[src/rtl/slma_pkg.sv]
// shared types, constants and threshold rom for the sound level meter alarm
`default_nettype none
package slma_pkg;

    localparam int WINDOW_SAMPLES = 10;
    localparam int TABLE_DEPTH    = 100;
    localparam int ROM_SIZE       = 100;

    localparam int COUNT_W = 24;
    localparam int LEVEL_W = 7;
    localparam int THR_W   = 14;
    localparam int FILL_W  = 4;
    localparam int SUM_W   = 28;
    localparam int AVG_W   = 16;
    localparam int TOG_W   = 8;
    localparam int PROD_W  = AVG_W + FILL_W;
    localparam int CFG_IDX_W  = 2;
    localparam int CFG_DATA_W = 16;
    localparam int OUT_DATA_W = 16;

    localparam logic [CFG_IDX_W-1:0] CFG_LIMIT  = 2'd0;
    localparam logic [CFG_IDX_W-1:0] CFG_AVG    = 2'd1;
    localparam logic [CFG_IDX_W-1:0] CFG_TOGGLE = 2'd2;

    localparam logic [LEVEL_W-1:0] LIMIT_RESET  = 7'd0;
    localparam logic [AVG_W-1:0]   AVG_RESET    = 16'd52;
    localparam logic [TOG_W-1:0]   TOGGLE_RESET = 8'd200;

    localparam logic KIND_MEASURE = 1'b0;
    localparam logic KIND_TICK    = 1'b1;

    localparam logic [THR_W-1:0] LEVEL_ROM [ROM_SIZE] = '{
        14'd4, 14'd5, 14'd6, 14'd7, 14'd8, 14'd9, 14'd9, 14'd9, 14'd9, 14'd10,
        14'd10, 14'd10, 14'd11, 14'd11, 14'd12, 14'd12, 14'd13, 14'd13, 14'd14, 14'd14,
        14'd15, 14'd16, 14'd16, 14'd17, 14'd19, 14'd21, 14'd23, 14'd26, 14'd29, 14'd34,
        14'd40, 14'd46, 14'd52, 14'd60, 14'd69, 14'd79, 14'd91, 14'd103, 14'd117, 14'd131,
        14'd146, 14'd162, 14'd176, 14'd192, 14'd209, 14'd227, 14'd247, 14'd278, 14'd301,
        14'd336,
        14'd363, 14'd392, 14'd424, 14'd458, 14'd494, 14'd534, 14'd577, 14'd623, 14'd673,
        14'd726,
        14'd785, 14'd848, 14'd915, 14'd988, 14'd1068, 14'd1153, 14'd1245, 14'd1345,
        14'd1453, 14'd1569,
        14'd1694, 14'd1830, 14'd1976, 14'd2135, 14'd2305, 14'd2490, 14'd2689, 14'd2904,
        14'd3137, 14'd3388,
        14'd3659, 14'd3951, 14'd4268, 14'd4609, 14'd4978, 14'd5376, 14'd5806, 14'd6271,
        14'd6772, 14'd7314,
        14'd7899, 14'd8531, 14'd9214, 14'd9951, 14'd10747, 14'd11607, 14'd12536, 14'd13538,
        14'd14622, 14'd15791
    };

    typedef struct packed {
        logic               start;
        logic [COUNT_W-1:0] count;
    } slma_search_req_t;

    typedef struct packed {
        logic               done;
        logic [LEVEL_W-1:0] level;
    } slma_search_rsp_t;

    function automatic logic [THR_W-1:0] rom_entry(input logic [LEVEL_W-1:0] idx);
        logic [THR_W-1:0] val;
        if (int'(idx) < ROM_SIZE)
            val = LEVEL_ROM[idx];
        else
            val = LEVEL_ROM[ROM_SIZE-1];
        return val;
    endfunction

endpackage
`default_nettype wire

[src/rtl/slma_classifier.sv]
// iterative threshold search, one rom entry compared per cycle
`default_nettype none
module slma_classifier
    import slma_pkg::*;
(
    input  wire logic             clk,
    input  wire logic             rst_n,
    input  wire slma_search_req_t req,
    output slma_search_rsp_t      rsp
);

    localparam logic [LEVEL_W-1:0] LAST_IDX = LEVEL_W'(TABLE_DEPTH - 1);

    logic               busy_reg, busy_next;
    logic [LEVEL_W-1:0] idx_reg, idx_next;
    logic [COUNT_W-1:0] count_reg, count_next;
    logic               advance;

    // shared compare unit
    assign advance = (idx_reg < LAST_IDX) &&
                     (count_reg > {{(COUNT_W-THR_W){1'b0}}, rom_entry(idx_reg)});

    always_comb
    begin
        busy_next  = busy_reg;
        idx_next   = idx_reg;
        count_next = count_reg;
        if (req.start)
        begin
            busy_next  = 1'b1;
            idx_next   = '0;
            count_next = req.count;
        end
        else if (busy_reg)
        begin
            if (advance)
                idx_next = idx_reg + LEVEL_W'(1);
            else
                busy_next = 1'b0;
        end
    end

    always_ff @(posedge clk or negedge rst_n)
    begin
        if (!rst_n)
        begin
            busy_reg <= 1'b0;
            idx_reg  <= '0;
        end
        else
        begin
            busy_reg <= busy_next;
            idx_reg  <= idx_next;
        end
    end

    always_ff @(posedge clk)
    begin
        count_reg <= count_next;
    end

    assign rsp.done  = busy_reg && !advance;
    assign rsp.level = idx_reg;

endmodule
`default_nettype wire

[src/rtl/sound_level_meter_alarm.sv]
// top level of the sound level meter alarm
//
// channel  dir  handshake                 payload
// s_axis   in   s_tvalid / s_tready       s_tuser = kind, s_tdata = pulse_count
// m_axis   out  m_tvalid / m_tready       m_tdata = level, over_limit, buzzer, alarm
// cfg      in   cfg_we                    cfg_index, cfg_data
//
// a nonzero measurement runs the linear rom search (one threshold compared per cycle)
// before its write step; ticks and zero counts go straight to the write step
// rst_n resets control state asynchronously; config registers return to reset values
// s_tready is high only while idle; a result waits in the output register and the
// next item is taken meanwhile, but its write step stalls until m_tready frees it
`default_nettype none
module sound_level_meter_alarm
    import slma_pkg::*;
(
    input  wire logic                  clk,
    input  wire logic                  rst_n,
    input  wire logic                  s_tvalid,
    output logic                       s_tready,
    input  wire logic [COUNT_W-1:0]    s_tdata,   // [23:0] pulse_count
    input  wire logic                  s_tuser,   // [0] kind
    output logic                       m_tvalid,
    input  wire logic                  m_tready,
    output logic [OUT_DATA_W-1:0]      m_tdata,   // [6:0] level_index, [7] over_limit,
                                                  // [8] buzzer, [9] window_alarm
    input  wire logic                  cfg_we,
    input  wire logic [CFG_IDX_W-1:0]  cfg_index,
    input  wire logic [CFG_DATA_W-1:0] cfg_data
);

    typedef enum logic [2:0] {
        S_IDLE   = 3'b001,
        S_SEARCH = 3'b010,
        S_WRITE  = 3'b100
    } state_t;

    state_t             state_reg, state_next;
    logic               kind_reg, kind_next;
    logic [COUNT_W-1:0] count_reg, count_next;
    logic [LEVEL_W-1:0] found_reg, found_next;

    logic [LEVEL_W-1:0] limit_reg;
    logic [AVG_W-1:0]   avg_reg;
    logic [TOG_W-1:0]   toggle_period_reg;

    logic [LEVEL_W-1:0] level_reg, level_next;
    logic [TOG_W-1:0]   toggle_count_reg, toggle_count_next;
    logic               buzzer_reg, buzzer_next;
    logic [FILL_W-1:0]  fill_reg, fill_next;
    logic [SUM_W-1:0]   sum_reg, sum_next;

    logic                  m_valid_reg, m_valid_next;
    logic [OUT_DATA_W-1:0] m_data_reg, m_data_next;

    slma_search_req_t   search_req;
    slma_search_rsp_t   search_rsp;

    logic               accept;
    logic               out_free;
    logic               write_fire;
    logic [SUM_W-1:0]   sum_add;
    logic [FILL_W-1:0]  fill_add;
    logic [PROD_W-1:0]  thr_times_n;
    logic [TOG_W-1:0]   tog_inc;
    logic               alarm;
    logic               over;

    slma_classifier u_classifier (
        .clk   (clk),
        .rst_n (rst_n),
        .req   (search_req),
        .rsp   (search_rsp)
    );

    assign s_tready   = (state_reg == S_IDLE);
    assign accept     = s_tvalid && s_tready;
    assign out_free   = !m_valid_reg || m_tready;
    assign write_fire = (state_reg == S_WRITE) && out_free;

    assign search_req.start = accept && (s_tuser == KIND_MEASURE) && (s_tdata != '0);
    assign search_req.count = s_tdata;

    assign sum_add     = sum_reg + {{(SUM_W-COUNT_W){1'b0}}, count_reg};
    assign fill_add    = fill_reg + FILL_W'(1);
    assign thr_times_n = PROD_W'(avg_reg) * PROD_W'(WINDOW_SAMPLES);
    assign tog_inc     = toggle_count_reg + TOG_W'(1);

    always_comb
    begin
        state_next        = state_reg;
        kind_next         = kind_reg;
        count_next        = count_reg;
        found_next        = found_reg;
        level_next        = level_reg;
        toggle_count_next = toggle_count_reg;
        buzzer_next       = buzzer_reg;
        fill_next         = fill_reg;
        sum_next          = sum_reg;
        m_valid_next      = m_valid_reg;
        m_data_next       = m_data_reg;
        alarm             = 1'b0;
        over              = 1'b0;

        if (m_valid_reg && m_tready)
            m_valid_next = 1'b0;

        unique case (state_reg)
            S_IDLE:
            begin
                if (accept)
                begin
                    kind_next  = s_tuser;
                    count_next = s_tdata;
                    state_next = search_req.start ? S_SEARCH : S_WRITE;
                end
            end
            S_SEARCH:
            begin
                if (search_rsp.done)
                begin
                    found_next = search_rsp.level;
                    state_next = S_WRITE;
                end
            end
            S_WRITE:
            begin
                if (out_free)
                begin
                    if (kind_reg == KIND_MEASURE)
                    begin
                        if (int'(fill_add) >= WINDOW_SAMPLES)
                        begin
                            alarm     = (sum_add >= SUM_W'(thr_times_n));
                            fill_next = '0;
                            sum_next  = '0;
                        end
                        else
                        begin
                            fill_next = fill_add;
                            sum_next  = sum_add;
                        end
                        if (count_reg != '0)
                            level_next = found_reg;
                    end
                    else
                    begin
                        if (level_reg >= limit_reg)
                        begin
                            if (tog_inc > toggle_period_reg)
                            begin
                                toggle_count_next = '0;
                                buzzer_next       = !buzzer_reg;
                            end
                            else
                                toggle_count_next = tog_inc;
                        end
                        else
                            buzzer_next = 1'b1;
                    end
                    over         = (level_next >= limit_reg);
                    m_valid_next = 1'b1;
                    m_data_next  = {6'd0, alarm, buzzer_next, over, level_next};
                    state_next   = S_IDLE;
                end
            end
            default:
            begin
                state_next = S_IDLE;
            end
        endcase
    end

    always_ff @(posedge clk or negedge rst_n)
    begin
        if (!rst_n)
        begin
            state_reg         <= S_IDLE;
            level_reg         <= '0;
            toggle_count_reg  <= '0;
            buzzer_reg        <= 1'b1;
            fill_reg          <= '0;
            sum_reg           <= '0;
            m_valid_reg       <= 1'b0;
            limit_reg         <= LIMIT_RESET;
            avg_reg           <= AVG_RESET;
            toggle_period_reg <= TOGGLE_RESET;
        end
        else
        begin
            state_reg        <= state_next;
            level_reg        <= level_next;
            toggle_count_reg <= toggle_count_next;
            buzzer_reg       <= buzzer_next;
            fill_reg         <= fill_next;
            sum_reg          <= sum_next;
            m_valid_reg      <= m_valid_next;
            if (cfg_we)
            begin
                unique case (cfg_index)
                    CFG_LIMIT:  limit_reg         <= cfg_data[LEVEL_W-1:0];
                    CFG_AVG:    avg_reg           <= cfg_data[AVG_W-1:0];
                    CFG_TOGGLE: toggle_period_reg <= cfg_data[TOG_W-1:0];
                    default:    ;
                endcase
            end
        end
    end

    always_ff @(posedge clk)
    begin
        kind_reg   <= kind_next;
        count_reg  <= count_next;
        found_reg  <= found_next;
        m_data_reg <= m_data_next;
    end

    assign m_tvalid = m_valid_reg;
    assign m_tdata  = m_data_reg;

    a_fill_below_window: assert property (@(posedge clk) disable iff (!rst_n)
        int'(fill_reg) < WINDOW_SAMPLES)
        else $error("window fill reached window length");

    a_level_in_table: assert property (@(posedge clk) disable iff (!rst_n)
        int'(level_reg) < TABLE_DEPTH)
        else $error("level beyond table");

    a_busy_after_accept: assert property (@(posedge clk) disable iff (!rst_n)
        accept |=> !s_tready)
        else $error("item taken while busy");

    a_write_loads_output: assert property (@(posedge clk) disable iff (!rst_n)
        write_fire |=> m_tvalid)
        else $error("result not presented");

    a_search_done_only_in_search: assert property (@(posedge clk) disable iff (!rst_n)
        search_rsp.done |-> (state_reg == S_SEARCH))
        else $error("search finished outside search state");

endmodule
`default_nettype wire
[config.mk]
export PLATFORM = sky130hd
export DESIGN_NAME = sound_level_meter_alarm
export DESIGN_NICKNAME = d
export VERILOG_FILES = /design/src/rtl/slma_pkg.sv /design/src/rtl/slma_classifier.sv /design/src/rtl/sound_level_meter_alarm.sv
export SDC_FILE = /design/constraint.sdc
export NUM_CORES = 1
export LEC_CHECK = 0
export BUFFER_PORTS_ARGS = -buffer_cell sky130_fd_sc_hd__buf_2
export CAP_MARGIN = 10
export CORE_MARGIN = 5
export CORE_UTILIZATION = 30
export DETAILED_ROUTE_END_ITERATION = 10
export PLACE_DENSITY = 0.5
export SKIP_LAST_GASP = 1
export SYNTH_ARGS = -nofsm -noshare
export SYNTH_HDL_FRONTEND = slang
export SYNTH_SLANG_ARGS = --single-unit
[constraint.sdc]
create_clock -name clk -period 6 [get_ports clk]
set_input_delay 1.5 -clock clk [delete_from_list [all_inputs] [get_ports clk]]
set_output_delay 1.5 -clock clk [all_outputs]
set_load 0.01 [all_outputs]
==> results of run 1 <==
## stage by stage
step | setup slack (ns) | power (mW)
global route | 0.9682 | 6.447
global placement | 1.379 | 4.803
CTS | 1.316 | 5.950
floorplan | 1.668 | 3.966
finish | 1.351 | 5.913
detailed placement | 1.348 | 4.812
## area by class of cell
cell class,instances,area (µm²),area share
Clock inverter,13,128.9,0.01055
Sequential cell,157,4272,0.3497
Timing Repair Buffer,76,425.4,0.03483
Multi-Input combinational cell,864,6156,0.5040
Tap cell,461,576.8,0.04722
Clock buffer,19,464.2,0.03800
Inverter,51,191.4,0.01567
## kinds of logic (layout without fill, tap and decap cells)
| group | Yosys count | after routing | synth area share |
|---|---|---|---|
| AO/OA/AOI/OAI | 321 | 321 | 0.1966 |
| AND/OR/NAND/NOR | 319 | 319 | 0.1399 |
| flip-flops | 157 | 157 | 0.3945 |
| adder cells (fa/ha/maj) | 122 | 122 | 0.1422 |
| buffers and inverters | 106 | 159 | 0.03908 |
| XOR/XNOR | 51 | 51 | 0.04128 |
| multiplexers | 45 | 45 | 0.04613 |
| other | 1 | 6 | 0.0003465 |
## worst max-delay path by stage
| stage | start | end | slack [ns] | cells past startpoint |
|---|---|---|---|---|
| floorplan | avg_reg[1] | m_tdata[9] | 1.67 | 19 |
| global placement | avg_reg[3] | m_tdata[9] | 1.38 | 19 |
| detailed placement | avg_reg[1] | m_tdata[9] | 1.35 | 19 |
| CTS | avg_reg[1] | m_tdata[9] | 1.32 | 19 |
| global route | avg_reg[1] | m_tdata[9] | 0.97 | 19 |
| finish | avg_reg[1] | m_tdata[9] | 1.35 | 19 |
## critical path: cells and delay by family, from the launching register on
family                   cells  cell delay [ns]
XOR/XNOR                     1             0.17
AND/OR/NAND/NOR              2             0.23
flip-flops                   1             0.40
AO/OA/AOI/OAI               12             2.41
adder cells (fa/ha/maj)      4             1.18
## cells in the final DEF, fill, tap and decap left out, types with 29 or more instances in the layout
cell type,netlist,final
o21ai_0,72,72
buf_2,1,58
edfxtp_1,66,66
a21o_1,29,29
nor2_1,82,81
mux2_2,39,39
xnor2_1,33,33
inv_1,48,48
a21oi_1,79,79
nand2_1,108,108
ha_1,119,119
dfrtp_1,83,81
## routing by layer
layer	routed length, µm	up-vias	global-route usage	part of all wire
li1	-	4214	-	-
met1	14270	4017	0.2135	0.50
met2	12420	193	0.2192	0.43
met3	1288	34	0.02383	0.045
met4	578	0	0.04403	0.020
met5	0	-	0	0
## where the power goes
| group | leakage [nW] | internal, mW | switching (mW) |
|---|---|---|---|
| clock network | 0.291 | 0.615 | 0.479 |
| logic | 3.22 | 1.29 | 1.91 |
| registers | 1.75 | 1.41 | 0.212 |
==> summary.md, run 1 <==
| Metric | Value |
|---|---|
| Hold path cells | `1` |
| Number of global-route vias before repair | `roughly 8300` |
| Yosys top cell by area | `dfrtp_1` |
| Cells after synthesis | `about 1100` |
| Synth area leaders | `dfrtp_1, edfxtp_1, ha_1` |
| Period utilization | `0.7748` |
| Layout Cells excl Fill | `between 1500 and 2000` |
| Clock Sinks | `approximately 160` |
| Hold Slack | `~0.5 ns` |
| RR Startpoint | `avg_reg[1]` |
| Reg2Reg Setup Slack | `1.35 ns` |
| Setup tns final | `0 ns` |
| List of most frequent post-synthesis cells | `ha_1, nand2_1, dfrtp_1` |
| Setup CP Type | `flip-flop to flip-flop` |
| Crit. End Element | `flip-flop` |
| Synth cell types | `76` |
| Number of fill cells | `3660` |
| Maximum VDD drop | `~0.23 mV` |
| Relative slew slack | `0.2021` |
| Gr ovfl total | `0` |
| CP peak stage delay | `around 0.4 ns` |
| Largest net degree at the start of global routing | `between 60 and 70` |
| R2r endpoint | `m_tdata[9]` |
| Initial antenna violation count | `0` |
| Synth Area per Inst | `between 9 and 10 µm²` |
| Total wire length | `between 20000 and 30000 µm` |
| Seq/Total Area, Yosys | `0.3945` |
| Port Buffers | `approximately 60` |
| Fraction of registers with async set or reset after synthesis | `0.5796` |
| Die width | `about 200 µm` |
| # rows | `approximately 70` |
| Hold Path End | `toggle_period_reg[5]` |
| Share of layout cells above drive strength 1 | `0.1525` |
| Antenna viol nets, final | `0` |
| Worst setup SP type | `flip-flop` |
| Die ar. | `39970 µm²` |
| CP max FO | `3` |
| Clk_lat worst skew | `0.43 ns` |
| Post-placement cell count | `roughly 1600` |
| CTS root buffer | `clkbuf_16` |
| Placed Area | `between 10000 and 15000 µm²` |
| Core ar. | `between 30000 and 40000 µm²` |
| Required time of the critical path | `between 6 and 7 ns` |
| Final Util | `0.3434` |
| Clock tree buffer depth | `2` |
| Clk_skew | `between 0.008 and 0.009 ns` |
| Power Dens Cells | `~480 nW/µm²` |
| Placed wire-length estimate | `21190 µm` |
| Max cap viols | `0` |
| Synth warn | `0` |
| Area Overhead vs Synth | `12.87%` |
| CTS tree | `yes` |
| Layout Nets | `around 1300` |
| Most used cell, CP | `ha_1` |
| Initial Utilization | `0.3042` |
| Hold Path Origin | `toggle_period_reg[5]` |
| Flop and latch count out of synthesis | `between 150 and 200` |
| Finish-stage setup viols | `0` |
| Ports | `66` |
| Peak Freq | `0.2151 GHz` |
| Synth top area share | `0.1919` |
| First-pass GRT wire length | `approximately 46000 µm` |
| GP Congestion | `between 0.8 and 0.9` |
| Top-count cell post-synth | `ha_1` |
| First-pass DRT Iterations | `5` |
| Vias/cell | `5.154` |
| RSZ-0062 raised after global routing | `no` |
| Slew Viols, Final | `0` |
| Leak pwr | `~5.3 nW` |
| Routed via count | `approximately 8500` |
| Initial DRC Count | `around 590` |
| Worst min-delay path category | `flip-flop to flip-flop` |
| Outcome | `complete, no violations` |
| Crit path DAT | `approximately 4.8 ns` |
| CTS Hold Bufs | `0` |
| Slowest-stage cell, CP | `dfrtp_1` |
| Crit path time final | `roughly 4.6 ns` |
| Postcts setup bufs | `0` |
| H-tree Lvls | `4` |
| Leading register cell type out of synthesis | `dfrtp_1` |
| Worst-margin pin slew | `~1.2 ns` |
| GRT Total Usage | `0.1450` |
| Antenna diodes | `0` |
| Clock-pin slew on the worst setup and hold paths | `roughly 0.070 ns` |
| Number of enable flip-flop cells after synthesis | `66` |
| Post-route cell area | `approximately 12000 µm²` |
| CP Cell Sequence | `ha_1 > ha_1 > fa_1 > a21o_1 > a21oi_1 > o21bai_1 > a211o_1 > a31o_2 > o21ai_0 > o21bai_1 > a21oi_1 > xor2_1 > ha_1 > o21ai_0 > a31oi_1 > a211o_1 > nor4_2 > nand3b_1 > o311a_1` |
| Die H | `around 200 µm` |
| Reg2Reg Depth | `19` |
| WL per Instance | `between 15 and 20 µm` |
| Cell area after synthesis | `10820 µm²` |
| Max reg flops | `28` |
| Final Hold Vio Count | `0` |
| Post-CTS sizing | `0` |
| CTS Buf Count | `17` |
| DRC viols | `0` |
(Power assumes the default switching activity.)
==> inputs of run 2 (changes only) <==
Settings changed: ABC_AREA set to 1, PLACE_DENSITY 0.5 to 0.52.
Clock period 6 ns to 4.08 ns, I/O delays scaled along.
==> run 2 against run 1 <==
  * First-iteration DRC count rose by 5.6%
  * Largest power group unchanged
  * Maximum frequency up 27%
  * Clock-buffer cell count down 2
  * Hold slack lost 0.027 ns
  * Critical path depth grew 2
  * Sequential power is 48% higher
  * Largest cell class unchanged
==> summary.md, run 2 <==
| Metric | Value |
|---|---|
| Die H | `202.9 µm (+1.5%)` |
| Required time of the critical path | `4.23 ns (-1.95 ns)` |
| H-tree Lvls | `4 (unchanged)` |
| Peak Freq | `0.2733 GHz (+27%)` |
| GP Congestion | `0.9688 (+12%)` |
| Postcts setup bufs | `0 (unchanged)` |
| Commonest non-fill, non-tap cell in the layout | `nand2_1` |
| Initial antenna violation count | `0 (unchanged)` |
| First-pass DRT Iterations | `5 (unchanged)` |
| Setup CP Type | `flip-flop to flip-flop` |
| First-pass GRT wire length | `52310 µm (+14%)` |
| Number of global-route vias before repair | `9372 (+13%)` |
| Maximum VDD drop | `0.3323 mV (+42%)` |
| CTS root buffer | `clkbuf_16` |
| Clock Sinks | `157 (unchanged)` |
| Slowest-stage cell, CP | `nor2_1` |
| Crit path time final | `3.658 ns (-0.9905 ns)` |
| CTS Buf Count | `17 (unchanged)` |
| GRT Total Usage | `0.1590 (+0.01403)` |
| Fraction of registers with async set or reset after synthesis | `0.5796 (unchanged)` |
| Clk_lat worst skew | `0.43 ns (about the same)` |
| Clk_skew | `0.01058 ns (+0.001779 ns)` |
| Vias/cell | `4.858 (-5.8%)` |
| Final Hold Vio Count | `0 (unchanged)` |
| List of most frequent post-synthesis cells | `nand2_1, inv_1, ha_1` |
| Number of fill cells | `3824 (+4.5%)` |
| Cells after synthesis | `1432 (+28%)` |
| CP Cell Sequence | `inv_1 > ha_1 > inv_1 > nor2_1 > nor2_1 > o21ai_1 > o211ai_1 > o211ai_1 > nand2_1 > a21oi_1 > ha_1 > nand2_1 > inv_1 > o21ai_0 > nand2_1 > a21oi_1 > o21ai_0 > nand3_1 > nand2_1 > nor2_1 > buf_4` |
| Most used cell, CP | `nand2_1` |
| Relative slew slack | `0.3459 (+0.1438)` |
| Synth warn | `0 (unchanged)` |
| Gr ovfl total | `0 (unchanged)` |
| Setup tns final | `0 ns (unchanged)` |
| Leading register cell type out of synthesis | `dfrtp_1` |
| Post-CTS sizing | `0 (unchanged)` |
| Placed wire-length estimate | `25980 µm (+23%)` |
| Synth top area share | `0.1860 (-0.005956)` |
| Die ar. | `41190 µm² (+3.0%)` |
| Core ar. | `36700 µm² (+3.2%)` |
| WL per Instance | `16.33 µm (-6.1%)` |
| Largest net degree at the start of global routing | `50 (-28%)` |
| Layout Nets | `1688 (+26%)` |
| Clock tree buffer depth | `2 (unchanged)` |
| Period utilization | `0.8967 (+0.1219)` |
| # rows | `70 (+1.4%)` |
| Synth cell types | `53 (-30%)` |
| Total wire length | `32670 µm (+14%)` |
| Slew Viols, Final | `0 (unchanged)` |
| Worst setup SP type | `flip-flop` |
| CTS Hold Bufs | `0 (unchanged)` |
| Area Overhead vs Synth | `14.56%` |
| Power Dens Cells | `728.4 nW/µm² (+50%)` |
| Worst-margin pin slew | `0.9784 ns (-0.2085 ns)` |
| Antenna diodes | `0 (unchanged)` |
| Port Buffers | `59 (unchanged)` |
| Crit path DAT | `3.80 ns (-1.03 ns)` |
| CTS tree | `yes` |
| Clock-pin slew on the worst setup and hold paths | `0.07 ns (about the same)` |
| Worst min-delay path category | `flip-flop to flip-flop` |
| Ports | `66 (unchanged)` |
| Synth area leaders | `dfrtp_1, edfxtp_1, nand2_1` |
| Hold Slack | `0.4784 ns (-0.02744 ns)` |
| Initial Utilization | `0.3043 (about the same)` |
| Max reg flops | `28 (unchanged)` |
| Top-count cell post-synth | `nand2_1` |
| Antenna viol nets, final | `0 (unchanged)` |
| Max cap viols | `0 (unchanged)` |
| CP peak stage delay | `0.36 ns (-0.04 ns)` |
| Most frequent cells in the layout | `nand2_1, inv_1, ha_1` |
| Outcome | `complete, no violations` |
| Flop and latch count out of synthesis | `157 (unchanged)` |
| Leak pwr | `6.297 nW (+20%)` |
| Synth Area per Inst | `7.799 µm² (-19%)` |
| RSZ-0062 raised after global routing | `no` |
| Crit. End Element | `flip-flop` |
| Die width | `202.9 µm (+1.5%)` |
| Cell area after synthesis | `11170 µm² (+3.2%)` |
| Finish-stage setup viols | `0 (unchanged)` |
| Seq/Total Area, Yosys | `0.3823 (-0.01224)` |
| Initial DRC Count | `625 (+5.6%)` |
| Number of enable flip-flop cells after synthesis | `66 (unchanged)` |
| DRC viols | `0 (unchanged)` |
| Routed via count | `9715 (+15%)` |
| Yosys top cell by area | `dfrtp_1` |
| Share of layout cells above drive strength 1 | `0.1070 (-0.04549)` |
| CP max FO | `7 (+4)` |
==> run 2: area by class of cell <==
| type | instances | area [µm²] | share of cell area |
|---|---|---|---|
| flip-flops and latches | 157 | 4269 | 0.3337 |
| clock buffers | 17 | 425.4 | 0.03325 |
| well taps | 468 | 585.6 | 0.04577 |
| inverters | 206 | 773.2 | 0.06043 |
| repair buffers | 95 | 580.6 | 0.04537 |
| clock inverters | 15 | 175.2 | 0.01369 |
| multi-input cells | 1042 | 5986 | 0.4678 |
==> run 2: through the flow <==
stage,power [mW],utilization,std cells,worst slack [ns],instance area [µm²]
2_1_floorplan,6.051,-,1437,0.4908,11190
3_3_place_gp,7.644,0.3323,1968,0.4853,12190
3_5_place_dp,7.631,0.3323,1968,0.4739,12190
4_1_cts,9.350,0.3487,2000,0.4512,12790
5_1_grt,10.22,0.3487,2000,0.1192,12790
6_report,9.320,0.3487,2000,0.4217,12790
==> run 2: power breakdown <==
part	internal, mW	switching [mW]
combinational	1.88	3.40
clock	0.927	0.722
sequential	2.09	0.294
==> run 2: logic make-up (layout without fill, tap and decap cells) <==
group	count (synthesis)	count (layout)	synth area share
AND/OR/NAND/NOR	623	623	0.2312
AO/OA/AOI/OAI	244	244	0.1264
buffers and inverters	238	333	0.08369
flip-flops	157	157	0.3823
adder cells (fa/ha/maj)	121	121	0.1369
XOR/XNOR	41	41	0.03215
multiplexers	7	7	0.007058
other	1	6	0.0003358
==> run 2: routing by layer <==
metal  routed length, µm  up-vias  track usage
li1                    -     4941            -
met1               16120     4498       0.2277
met2               14430      241       0.2494
met3                1472       35      0.02779
met4                 643        0      0.04074
met5                   0        -            0
==> run 2: worst max-delay path: cells and delay by family, from the launching register on <==
family                     cells  cell delay [ns]
buffers and inverters          4             0.39
DFF                            1             0.34
AOI/OAI and AO/OA              7             0.87
and+or+nand+nor                8             1.16
adders and majority gates      2             0.59
==> run 2: path summary, 6_finish.rpt <==
check	from	end	slack [ns]	cells after the start
worst max-delay path	u_classifier.idx_reg[1]	found_reg[2]	0.42	21
worst min-delay path	buzzer_reg	buzzer_reg	0.48	2
worst max register to register	u_classifier.idx_reg[1]	found_reg[2]	0.42	21
worst min register to register	buzzer_reg	buzzer_reg	0.48	2
max in group asynchronous	rst_n	buzzer_reg	2.74	2
min in group asynchronous	rst_n	sum_reg[18]	0.58	1
